--- config.mk ---
export PLATFORM = sky130hd
export DESIGN_NAME = pws_horner_step
export DESIGN_NICKNAME = d
export VERILOG_FILES = /design/src/pws_pkg.sv /design/src/pws_horner_step.sv
export SDC_FILE = /design/constraint.sdc
export NUM_CORES = 1
export LEC_CHECK = 0
export ABC_AREA = 1
export ABC_CLOCK_PERIOD_IN_PS = 3100
export BUFFER_PORTS_ARGS = -buffer_cell sky130_fd_sc_hd__buf_2
export CORE_MARGIN = 4
export CORE_UTILIZATION = 49
export DETAILED_ROUTE_END_ITERATION = 6
export HOLD_SLACK_MARGIN = 0.06
export PLACE_DENSITY = 0.75
export SLEW_MARGIN = 20
export SYNTH_ARGS = -nofsm -noshare
export SYNTH_HDL_FRONTEND = slang
export SYNTH_SLANG_ARGS = --single-unit
--- constraint.sdc ---
create_clock -name clk_i -period 3.1 [get_ports clk_i]
set_input_delay 0.155 -clock clk_i [delete_from_list [all_inputs] [get_ports clk_i]]
set_output_delay 0.155 -clock clk_i [all_outputs]
set_load 0.005 [all_outputs]
--- src/pws_pkg.sv ---
`timescale 1ns / 1ps

package pws_pkg;

  localparam int DATA_W    = 16;
  localparam int MAG_W     = DATA_W + 1;
  localparam int WIDE_W    = DATA_W + MAG_W + 1;
  localparam int NUM_COEFS = 4;
  localparam int IDX_W     = $clog2(NUM_COEFS);

  localparam logic signed [DATA_W-1:0] DATA_MAX = {1'b0, {(DATA_W-1){1'b1}}};
  localparam logic signed [DATA_W-1:0] DATA_MIN = {1'b1, {(DATA_W-1){1'b0}}};

  typedef logic signed [DATA_W-1:0] data_t;
  typedef logic [MAG_W-1:0] mag_t;
  typedef logic signed [WIDE_W-1:0] wide_t;

  typedef struct packed {
    logic signed [DATA_W-1:0] weight;
    logic [MAG_W-1:0]         mag;
    logic signed [DATA_W-1:0] acc;
  } item_t;

  function automatic data_t sat_data(input wide_t v);
    wide_t hi;
    wide_t lo;
    hi = WIDE_W'(DATA_MAX);
    lo = WIDE_W'(DATA_MIN);
    if (v > hi) begin
      return DATA_MAX;
    end else if (v < lo) begin
      return DATA_MIN;
    end else begin
      return v[DATA_W-1:0];
    end
  endfunction

endpackage

--- src/pws_horner_step.sv ---
`timescale 1ns / 1ps

module pws_horner_step #(
  parameter int FRAC_BITS = 12
) (
  input  logic                  clk_i,
  input  logic                  rst_ni,
  input  logic                  in_valid_i,
  output logic                  in_ready_o,
  input  pws_pkg::item_t        in_item_i,
  input  pws_pkg::data_t        coef_i,
  output logic                  out_valid_o,
  input  logic                  out_ready_i,
  output pws_pkg::item_t        out_item_o
);
  import pws_pkg::*;

  logic  mul_valid_q;
  item_t mul_item_q;
  wide_t prod_q;
  wide_t prod_d;
  logic  add_valid_q;
  item_t add_item_q;
  item_t add_item_d;
  logic  mul_ready;
  logic  add_ready;
  wide_t shifted;
  data_t scaled;
  wide_t sum;

  assign add_ready  = !add_valid_q || out_ready_i;
  assign mul_ready  = !mul_valid_q || add_ready;
  assign in_ready_o = mul_ready;

  assign prod_d = WIDE_W'(in_item_i.acc * $signed({1'b0, in_item_i.mag}));

  always_comb begin
    shifted        = prod_q >>> FRAC_BITS;
    scaled         = sat_data(shifted);
    sum            = WIDE_W'(scaled) + WIDE_W'(coef_i);
    add_item_d     = mul_item_q;
    add_item_d.acc = sat_data(sum);
  end

  always_ff @(posedge clk_i or negedge rst_ni) begin
    if (!rst_ni) begin
      mul_valid_q <= 1'b0;
      add_valid_q <= 1'b0;
    end else begin
      if (mul_ready) begin
        mul_valid_q <= in_valid_i;
      end
      if (add_ready) begin
        add_valid_q <= mul_valid_q;
      end
    end
  end

  always_ff @(posedge clk_i) begin
    if (mul_ready && in_valid_i) begin
      mul_item_q <= in_item_i;
      prod_q     <= prod_d;
    end
    if (add_ready && mul_valid_q) begin
      add_item_q <= add_item_d;
    end
  end

  assign out_valid_o = add_valid_q;
  assign out_item_o  = add_item_q;

endmodule

# Word-level counts from Yosys, hierarchy flattened

Cells that the tools add are included.

Multiplexer cells: 3
$mul: 1
Add/subtract/negate cells: 1
$lt $le $gt $ge: 4
Reductions and logical operators: 6

Operators by type and width:

| operator               | count |
|---|---|
| $mux W16               | 3 |
| $mul A16 B18 Y34       | 1 |
| $gt A22 B16 Y1 const B | 1 |
| $lt A22 B16 Y1 const B | 1 |
| $add A16 B16 Y17       | 1 |
| $gt A17 B16 Y1 const B | 1 |
| $lt A17 B16 Y1 const B | 1 |
| $logic_and A1 B1 Y1    | 2 |
| $logic_not A1 Y1       | 2 |
| $logic_or A1 B1 Y1     | 2 |

Logic and storage cells: 23
Bits in registers: 118

# Longest topological paths before layout

Gate-level depths: netlist of run 1.

Word-level depth: 6
Mapped depth: 27
Mapped depth without buffers: 25

# Worst setup path before layout of run 1

No wires, ideal clock.

Path kind: input to register
From: input in_item_i[9] (netlist bit)
To: register prod_q[28] (data pin)
Setup slack: -2262 ps
Data arrival time: 5110 ps
Cell stages on the path: 22
Buffers on the path: 2
Setup time: 252 ps
Path through: clkbuf_1 -> clkbuf_1 -> nand2_1 -> fa_1 -> inv_1 -> fa_1 -> inv_1 -> fa_1 -> inv_1 -> fa_1 -> fa_1 -> inv_1 -> fa_1 -> inv_1 -> ha_1 -> nand2_1 -> nor2_1 -> inv_1 -> nor4_1 -> nand2_1 -> nand3_1 -> nand2_1

Longest elaborated chain between the ends: 1

RTL lines:

| item                 | RTL line              | source |
|---|---|---|
| from (decl)          | pws_horner_step.sv:10 | `input pws_pkg::item_t in_item_i,` |
| $mul A16 B18 Y34     | pws_horner_step.sv:35 | `assign prod_d = WIDE_W'(in_item_i.acc * $signed({1'b0, in_item_i.mag}));` |
| net prod_d[28]       | pws_horner_step.sv:21 | `wide_t prod_d;` |
| to (signal assigned) | pws_horner_step.sv:62 | `prod_q <= prod_d;` |
| to (decl)            | pws_horner_step.sv:20 | `wide_t prod_q;` |

The timed path passes the listed nets, and every way through them passes these cells.
A chain may end at the register's enable or synchronous reset.

# Worst setup path in the final report of run 1

From: input in_item_i[4] (netlist bit)
To: register prod_q[29] (data pin)

The elaborated chain is that of the path after synthesis.

==> flow_summary.json, run 1 <==
{
  "yosys_register_bits": 106,
  "clock-sinks": 106,
  "vias_per_cell": 4.95,
  "min_period_ns": 4.72,
  "initialDrtViolationCount": 839,
  "die_height_um": 179,
  "layout_commonest_cell": "nand2_1",
  "route.vias.total": 11900,
  "worst_setup_hold_path_clk_slew_ns": 0.08,
  "synthCells": 1753,
  "slew_headroom_pct": 61.1,
  "clk_latency_ns": 0.36,
  "globalRoute.busiestLayer": "met2",
  "final_core_util_pct": 64.2,
  "synthDistinctLibCells": 36,
  "timing_worst_slew_pin_value_ns": 0.584,
  "gr_util_met3_pct": 4.13,
  "cts_tree": "yes",
  "grt_first_pass_wirelength_mm": 61.0,
  "num_antenna_cells": 0,
  "crit_path_end_kind": "flop",
  "worst_min_delay_path_startpoint": "in_valid_i",
  "wl_per_cell_um": 15.6,
  "violations": "setup timing",
  "outcome": "complete, but fails checks",
  "critical_path_required_ns": 3.23,
  "cp-start-kind": "input port",
  "synth_area_per_cell_um2": 8.19,
  "cp_num_buf_inv": 7,
  "critPathMostFrequentCell": "inv_2",
  "drive_gt1_share_pct": 28.1,
  "cpLargestDelayFamily": "adder cells",
  "clock_path_buffers": 2,
  "drcViolationCount": 0,
  "global_route.usage.met2_pct": 41.2,
  "most-common-layout-cells": "nand2_1 (458), inv_1 (418), fa_1 (189)",
  "boundaryPins": 120,
  "maximum_number_of_pins_on_one_net_before_global_route_repair": 50,
  "synth_area_leader_cell": "fa_1",
  "area.sequential_um2": 3170,
  "pins_over_their_slew_limit": 0,
  "final.setup_skew_ns": 0.0129,
  "part_of_the_cycle_the_worst_path_needs_pct": 152,
  "clockRootBuffer": "clkbuf_16",
  "gr_met1_demand_resource_pct": 31.1,
  "row_count": 62,
  "crit_path_max_incr_delay_ns": 0.58,
  "numPortBuffers": 119,
  "hpwl_mm": 30.4,
  "floorplan_die_width_um": 179,
  "cts_inserted_buffers": 9,
  "global_route.overflow_total": 0,
  "hp-class": "input port to flop",
  "number_of_warnings_printed_during_yosys_synthesis": 0,
  "drtAntennaViolNets": 0,
  "grt_setup_unrepaired": "true",
  "timing.hold.worst_endpoint": "mul_valid_q",
  "fillCellCount": 2328,
  "cts_htree_levels": 3,
  "nets_final": 2417,
  "critical_path_class": "input port to flop",
  "area_share_of_the_leading_cell_type_in_the_synthesized_netlist_pct": 29.0,
  "critical_path_peak_fanout": 6,
  "gpl.final_weighted_congestion": 0.906,
  "netlist_top_cells_area": "fa_1 (29%), edfxtp_1 (22%), nand2_1 (13%)",
  "synthesized_nets": 2167,
  "initial_utilization_pct": 49.9,
  "max_freq_mhz": 212,
  "multiInputGateArea_um2": 10200,
  "reg2reg_to": "out_item_o[3]",
  "worst_slack_ns": -1.62,
  "worstReg2RegStart": "prod_q[33]",
  "grt_pass1_vias": 12600,
  "hold_viol_final": 0,
  "hold_depth": 3,
  "setup_viol": 22,
  "ff2ff_path_depth": 16,
  "design.core.area_um2": 28800,
  "global_route.usage.total_pct": 23.9,
  "critPathSlowestCell": "fa_1",
  "synth.cell_area_um2": 14400,
  "crit_path_cell_trace": "buf_12 -> nand2_4 -> inv_2 -> fa_1 -> inv_2 -> fa_2 -> fa_2 -> inv_2 -> fa_1 -> fa_1 -> inv_2 -> fa_1 -> inv_2 -> ha_4 -> a21oi_4 -> o21ai_4 -> a21oi_2 -> nand2_2 -> buf_4 -> nand2_2 -> nand2_1 -> nand2_1 -> nand2_1",
  "r2r_setup_slack_ns": 0.19,
  "area_growth_pct": 28.8,
  "drv.max_cap_violation_count": 0,
  "antenna_found_initial": 0,
  "detail_route.first_pass.iterations": 5,
  "full_die_area_um2": 32100,
  "synth_sequential_area_ratio_pct": 22.1,
  "worstPathArrival_ns": 4.85,
  "routed_wl_mm": 37.2
}
## repair_timing
item                                    CTS  global route
buffers inserted                          8            10
gates cloned                              3             2
hold endpoints to repair                 20             0
pin swaps                                92            97
hold buffers                             19             0
endpoints found under the setup margin   22            37
resized for setup                       197           132
## synth_stat cells (all sizes together)
| master | count |
|---|---|
| a31oi | 2 |
| xnor2 | 2 |
| a21o | 4 |
| or2 | 6 |
| inv | 478 |
| ha | 137 |
| nand3 | 37 |
| xor2 | 17 |
| nand2 | 527 |
| nor2 | 68 |
| a21oi | 50 |
| edfxtp | 104 |
| a31o | 1 |
| a21boi | 1 |
| and2 | 1 |
| dfrtp | 2 |
| o21bai | 5 |
| nor4 | 3 |
| buf | 4 |
| clkbuf | 59 |
| o21ai | 20 |
| fa | 208 |
| nand3b | 4 |
| nand4 | 1 |
| o21a | 1 |
| nor3 | 11 |
## how the worst max path moves through the flow
| stage | start | endpoint | slack, ns | depth (start not counted) |
|---|---|---|---|---|
| after floorplan | in_item_i[4] | prod_q[31] | -1.77 | 24 |
| after global placement | in_item_i[15] | prod_q[20] | -2.22 | 19 |
| after detailed placement | in_item_i[15] | prod_q[20] | -2.15 | 19 |
| after CTS | in_item_i[29] | prod_q[28] | -1.62 | 22 |
| after global routing | in_item_i[10] | prod_q[31] | -1.75 | 21 |
| final | in_item_i[4] | prod_q[29] | -1.62 | 23 |
## sequential cells by signal (all words and copies together) (netlist names)
register / flops
out_item_o: 49
mul_valid_q: 1
out_valid_o: 1
prod_q: 22
add_item_d: 33
## cells by family (layout without fill, tap and decap cells)
| family | count (synthesis) | in the layout | share of synthesized area (%) |
|---|---|---|---|
| buf+inv | 541 | 796 | 14.3 |
| compound gates | 84 | 84 | 3.19 |
| xor+xnor | 19 | 19 | 1.16 |
| fa+ha+maj | 345 | 345 | 40.9 |
| flops | 106 | 106 | 22.1 |
| simple gates | 658 | 658 | 18.3 |
## per-stage QoR
step	instance area, um^2	setup slack (ns)	cells	setup TNS, ns	hold WS [ns]
final	18500	-1.62	2392	-33.66	0.0736
after global placement	16500	-2.22	2334	-45.73	-0.0594
after floorplan	15000	-1.77	1753	-37.24	-0.141
after CTS	17900	-1.62	2380	-33.68	0.0725
after detailed placement	16500	-2.15	2334	-46.32	-0.0572
after global routing	18500	-1.75	2392	-36.47	0.0949
## per-layer routing
layer / up-vias / share of wire [%] / wire length (um)
met1: 5721 / 41 / 15400
li1: 5653 / - / -
met4: 0 / 2.7 / 998
met5: - / 0 / 0
met2: 395 / 49 / 18200
met3: 83 / 7.0 / 2610
## worst min-delay path, cell delays in order
cell	delay, ns
buf_2	0.08
nand2_1	0.08
nand2_1	0.08
## layout make-up
cell class | count | area share (%)
inverters | 478 | 9.73
well taps | 384 | 2.60
clock buffers | 9 | 1.22
clock inverters | 7 | 0.494
multi-input cells | 1106 | 55.1
repair buffers | 302 | 13.7
flip-flops and latches | 106 | 17.2
Power of run 1 is not shown: default switching activity piles up to over one toggle a cycle in this logic, so the estimate is an artifact.
==> run 2: changes to the inputs <==
--- a/config.mk
+++ b/config.mk
@@ -6,13 +6,13 @@
 export NUM_CORES = 1
 export LEC_CHECK = 0
 export ABC_AREA = 1
-export ABC_CLOCK_PERIOD_IN_PS = 3100
+export ABC_CLOCK_PERIOD_IN_PS = 4850
 export BUFFER_PORTS_ARGS = -buffer_cell sky130_fd_sc_hd__buf_2
 export CORE_MARGIN = 4
 export CORE_UTILIZATION = 49
 export DETAILED_ROUTE_END_ITERATION = 6
 export HOLD_SLACK_MARGIN = 0.06
-export PLACE_DENSITY = 0.75
+export PLACE_DENSITY = 0.72
 export SLEW_MARGIN = 20
 export SYNTH_ARGS = -nofsm -noshare
 export SYNTH_HDL_FRONTEND = slang
==> constraint.sdc (replaced) <==
create_clock -name clk_i -period 4.85 [get_ports clk_i]
set_input_delay 0.2425 -clock clk_i [delete_from_list [all_inputs] [get_ports clk_i]]
set_output_delay 0.2425 -clock clk_i [all_outputs]
set_load 0.005 [all_outputs]
==> flow_summary.json, run 2 (same netlist as run 1, synthesis figures left out) <==
{
  "drv.max_cap_violation_count": 0,
  "crit_path_cell_trace": "buf_12 -> buf_6 -> nand2_2 -> inv_2 -> fa_1 -> inv_2 -> fa_2 -> fa_2 -> fa_1 -> inv_2 -> fa_1 -> inv_2 -> fa_1 -> inv_2 -> ha_4 -> a21oi_4 -> o21ai_2 -> a21oi_1 -> nand2_2 -> buf_6 -> xor2_1",
  "part_of_the_cycle_the_worst_path_needs_pct": 100,
  "gpl.final_weighted_congestion": 0.932,
  "cts_inserted_buffers": 9,
  "drcViolationCount": 0,
  "clockRootBuffer": "clkbuf_16",
  "worstPathArrival_ns": 4.97,
  "worst_slack_ns": -0.00500,
  "global_route.usage.total_pct": 22.9,
  "max_freq_mhz": 206,
  "setup_viol": 1,
  "worst_min_delay_path_startpoint": "in_item_i[43]",
  "reg2reg_to": "out_item_o[5]",
  "min_period_ns": 4.85,
  "violations": "setup timing",
  "grt_setup_unrepaired": "true",
  "global_route.overflow_total": 0,
  "floorplan_die_width_um": 179,
  "crit_path_max_incr_delay_ns": 0.58,
  "hp-class": "input port to flop",
  "hold_viol_final": 0,
  "critical_path_peak_fanout": 6,
  "outcome": "complete, but fails checks",
  "critical_path_class": "input port to flop",
  "drive_gt1_share_pct": 24.6,
  "critPathMostFrequentCell": "inv_2",
  "multiInputGateArea_um2": 9970,
  "timing.hold.worst_endpoint": "add_item_d[43]",
  "clk_latency_ns": 0.37,
  "num_antenna_cells": 0,
  "critical_path_required_ns": 4.96,
  "nets_final": 2383,
  "ff2ff_path_depth": 18,
  "antenna_found_initial": 0,
  "final.setup_skew_ns": 0.0174,
  "pins_over_their_slew_limit": 0,
  "clock-sinks": 106,
  "slew_headroom_pct": 48.2,
  "vias_per_cell": 4.88,
  "route.vias.total": 11500,
  "grt_pass1_vias": 11800,
  "crit_path_end_kind": "flop",
  "full_die_area_um2": 32100,
  "layout_commonest_cell": "nand2_1",
  "cts_htree_levels": 3,
  "worstReg2RegStart": "prod_q[29]",
  "wl_per_cell_um": 15.2,
  "critPathSlowestCell": "fa_2",
  "most-common-layout-cells": "nand2_1 (470), inv_1 (440), fa_1 (188)",
  "detail_route.first_pass.iterations": 5,
  "numPortBuffers": 119,
  "fillCellCount": 2435,
  "grt_first_pass_wirelength_mm": 58.1,
  "cts_tree": "yes",
  "design.core.area_um2": 28800,
  "worst_setup_hold_path_clk_slew_ns": 0.08,
  "dp_worst_setup_slack_ns": -0.503,
  "largest_register_ffs": 49,
  "initialDrtViolationCount": 759,
  "die_height_um": 179,
  "boundaryPins": 120,
  "timing_worst_slew_pin_value_ns": 0.777,
  "final_core_util_pct": 61.8,
  "r2r_setup_slack_ns": 1.56,
  "area_growth_pct": 23.9,
  "clock_path_buffers": 2,
  "initial_utilization_pct": 49.9,
  "maximum_number_of_pins_on_one_net_before_global_route_repair": 56,
  "hold_depth": 1,
  "drtAntennaViolNets": 0,
  "hpwl_mm": 29.7,
  "routed_wl_mm": 35.8,
  "row_count": 62,
  "cp-start-kind": "input port",
  "area.sequential_um2": 3170
}
run 2: changes by cell type in the layout (fill, tap and decap cells not counted), sizes merged:
cell	previous run	this run
clkinvlp	0	1
clkbuf	12	13
inv	482	481
dlygate4sd3	19	15
buf	278	249
bufbuf	2	0
run 2: metal layers:
| metal | up-vias | GRT usage [%] | part of all wire, % |
|---|---|---|---|
| met1 | 5518 | 30.9 | 43 |
| li1 | 5570 | - | - |
| met4 | 0 | 4.79 | 1.9 |
| met2 | 368 | 40.0 | 49 |
| met5 | - | 0 | 0 |
| met3 | 53 | 2.70 | 6.8 |
run 2: how the worst max path moves through the flow:
stage / to / from / slack, ns / cells past startpoint
5_1_grt: prod_q[32] / in_item_i[15] / -0.19 / 22
3_5_place_dp: prod_q[26] / in_item_i[24] / -0.50 / 20
2_1_floorplan: prod_q[31] / in_item_i[4] / -0.11 / 24
3_3_place_gp: prod_q[31] / in_item_i[6] / -0.45 / 22
4_1_cts: prod_q[26] / in_item_i[22] / -0.01 / 22
6_report: prod_q[16] / in_item_i[23] / -0.005 / 21
run 2: per-stage QoR:
step | std cells | hold slack [ns] | TNS (ns) | area (um^2)
6_report | 2358 | 0.0707 | -0.00500 | 17800
2_1_floorplan | 1753 | -0.0531 | -0.981 | 15000
4_1_cts | 2348 | 0.0626 | -0.0134 | 17000
3_3_place_gp | 2317 | 0.0284 | -8.40 | 16400
3_5_place_dp | 2317 | 0.0326 | -9.22 | 16400
5_1_grt | 2358 | 0.0612 | -1.70 | 17800
run 2: critical path: cells and delay by family:
family                     cells  cell delay (ns)
AOI/OAI and AO/OA              3             0.41
buffers and inverters          8             0.59
xor gates and xnor gates       1             0.13
and+or+nand+nor                2             0.18
adders and majority gates      7             3.39
run 2: area by class of cell:
class                      instances  area share [%]
sequential                       106            17.8
inverter                         478            10.1
timing repair buffer             268            11.6
multi-input combinational       1106            56.0
clock buffer                       9            1.27
tap                              384            2.70
clock inverter                     7           0.478
run 2: timing repair:
| item | CTS | global route |
|---|---|---|
| endpoints found under the hold margin | 16 | 0 |
| pin swaps | 13 | 86 |
| cloned | 0 | 2 |
| endpoints found under the setup margin | 18 | 22 |
| setup buffers | 0 | 8 |
| hold buffers | 15 | 0 |
| gates resized for setup | 36 | 205 |
Power of run 2 is left out for the same reason.
==> run 3: changes to the inputs <==
--- a/config.mk
+++ b/config.mk
@@ -8,11 +8,14 @@
 export ABC_AREA = 1
 export ABC_CLOCK_PERIOD_IN_PS = 4850
 export BUFFER_PORTS_ARGS = -buffer_cell sky130_fd_sc_hd__buf_2
+export CELL_PAD_IN_SITES_DETAIL_PLACEMENT = 1
+export CELL_PAD_IN_SITES_GLOBAL_PLACEMENT = 1
 export CORE_MARGIN = 4
-export CORE_UTILIZATION = 49
+export CORE_UTILIZATION = 48
+export CTS_BUF_LIST = sky130_fd_sc_hd__clkbuf_8
 export DETAILED_ROUTE_END_ITERATION = 6
 export HOLD_SLACK_MARGIN = 0.06
-export PLACE_DENSITY = 0.72
+export PLACE_DENSITY = 0.89
 export SLEW_MARGIN = 20
 export SYNTH_ARGS = -nofsm -noshare
 export SYNTH_HDL_FRONTEND = slang
==> flow_summary.json, run 3 (same netlist as run 1, synthesis figures left out) <==
{
  "critical_path_peak_fanout": 8,
  "largest_register_ffs": 49,
  "maximum_number_of_pins_on_one_net_before_global_route_repair": 56,
  "drv.max_cap_violation_count": 0,
  "gpl.final_weighted_congestion": 0.946,
  "global_route.overflow_total": 0,
  "drive_gt1_share_pct": 24.5,
  "cts_htree_levels": 3,
  "nets_final": 2389,
  "numPortBuffers": 119,
  "worst_setup_hold_path_clk_slew_ns": 0.11,
  "pins_over_their_slew_limit": 0,
  "drtAntennaViolNets": 0,
  "route.vias.total": 13300,
  "cts_tree": "yes",
  "routed_wl_mm": 58.5,
  "crit_path_end_kind": "flop",
  "die_height_um": 181,
  "vias_per_cell": 5.62,
  "cp-start-kind": "input port",
  "worst_slack_ns": -0.371,
  "final.setup_skew_ns": 0.0127,
  "placed_cells_incl_taps": 2318,
  "hold_viol_final": 0,
  "full_die_area_um2": 32800,
  "outcome": "complete, but fails checks",
  "worstPathArrival_ns": 5.36,
  "setup_viol": 20,
  "global_route.usage.total_pct": 32.5,
  "layout_commonest_cell": "nand2_1",
  "hpwl_mm": 42.2,
  "max_freq_mhz": 192,
  "antenna_found_initial": 0,
  "min_period_ns": 5.22,
  "cts_inserted_buffers": 9,
  "multiInputGateArea_um2": 9990,
  "clockRootBuffer": "clkbuf_8",
  "initialDrtViolationCount": 1145,
  "clk_latency_ns": 0.41,
  "hp-class": "input port to flop",
  "wl_per_cell_um": 24.7,
  "fillCellCount": 3494,
  "grt_first_pass_wirelength_mm": 82.2,
  "finalNonFillerCells": 2370,
  "design.core.area_um2": 29600,
  "postPlaceCellArea_um2": 16400,
  "initial_utilization_pct": 48.6,
  "timing_worst_slew_pin_value_ns": 1.00,
  "violations": "DRC, setup timing",
  "part_of_the_cycle_the_worst_path_needs_pct": 108,
  "slew_headroom_pct": 33.2,
  "boundaryPins": 120,
  "num_antenna_cells": 0,
  "area_growth_pct": 23.4,
  "most-common-layout-cells": "nand2_1 (479), inv_1 (440), fa_1 (190)",
  "grt_pass1_vias": 15100,
  "detail_route.first_pass.iterations": 7,
  "drcViolationCount": 2,
  "clock-sinks": 106,
  "critical_path_class": "input port to flop",
  "fin_area_um2": 17700,
  "grt_setup_unrepaired": "true",
  "area.sequential_um2": 3170,
  "row_count": 63,
  "clock_path_buffers": 2,
  "critical_path_required_ns": 4.99,
  "floorplan_die_width_um": 181
}
## run 3: changes by cell type in the layout (fill, tap and decap cells not counted), sizes merged
cell | previous run | this run
buf | 249 | 252
inv | 481 | 478
bufinv | 0 | 2
dlygate4sd3 | 15 | 17
clkbuf | 13 | 14
clkinvlp | 1 | 2
## run 3: cell type report
class                           count  area share, %
Tap cell                          390           2.75
Sequential cell                   106           17.9
Multi-Input combinational cell   1106           56.4
Clock buffer                        9          0.699
Inverter                          478           10.2
Timing Repair Buffer              274           11.6
Clock inverter                      7          0.572
## run 3: critical path: stages
cell	delay [ns]
buf_4	0.17
nand2_1	0.11
inv_1	0.12
fa_1	0.61
inv_2	0.08
fa_1	0.54
inv_2	0.06
fa_2	0.55
fa_1	0.43
fa_1	0.53
inv_2	0.07
fa_1	0.61
inv_2	0.06
ha_4	0.32
nand2_4	0.10
nor2_4	0.16
inv_1	0.10
nor2_2	0.14
nand2_2	0.10
nand3_1	0.12
nand2_1	0.13
## run 3: final timing paths
path | cells past startpoint | slack (ns) | from | endpoint
min in group asynchronous | 2 | 0.15 | rst_ni | out_valid_o
max reg2reg | 18 | 1.24 | prod_q[28] | out_item_o[5]
min reg2reg | 0 | 0.44 | add_item_d[23] | out_item_o[23]
max | 21 | -0.37 | in_item_i[12] | prod_q[19]
max in group asynchronous | 2 | 4.60 | rst_ni | mul_valid_q
min | 1 | 0.1 | in_item_i[21] | add_item_d[21]
## run 3: routing by layer
metal / GRT usage [%] / vias up / routed length, um
met2: 61.1 / 796 / 30000
met4: 19.0 / 0 / 5120
met3: 5.42 / 366 / 3820
met5: 0 / - / 0
met1: 33.9 / 6566 / 19500
li1: - / 5589 / -
## run 3: per-stage QoR
stage	util (%)	worst slack (ns)	TNS, ns	hold WS [ns]
6_report	60.0	-0.371	-6.05	0.0975
5_1_grt	60.0	-0.474	-7.65	0.0853
4_1_cts	58.5	-0.192	-1.58	0.111
3_5_place_dp	55.5	-0.945	-15.62	0.0386
3_3_place_gp	55.5	-0.528	-9.50	0.0282
2_1_floorplan	-	-0.111	-0.981	-0.0531
## run 3: repair_timing
action / 4_1_cts / 5_1_grt
pin swaps: 47 / 54
hold endpoints to repair: 18 / 0
cloned: 0 / 0
resized for setup: 104 / 114
setup buffers: 11 / 8
hold buffers: 17 / 0
setup endpoints to repair: 22 / 22
Power of run 3 is left out for the same reason.
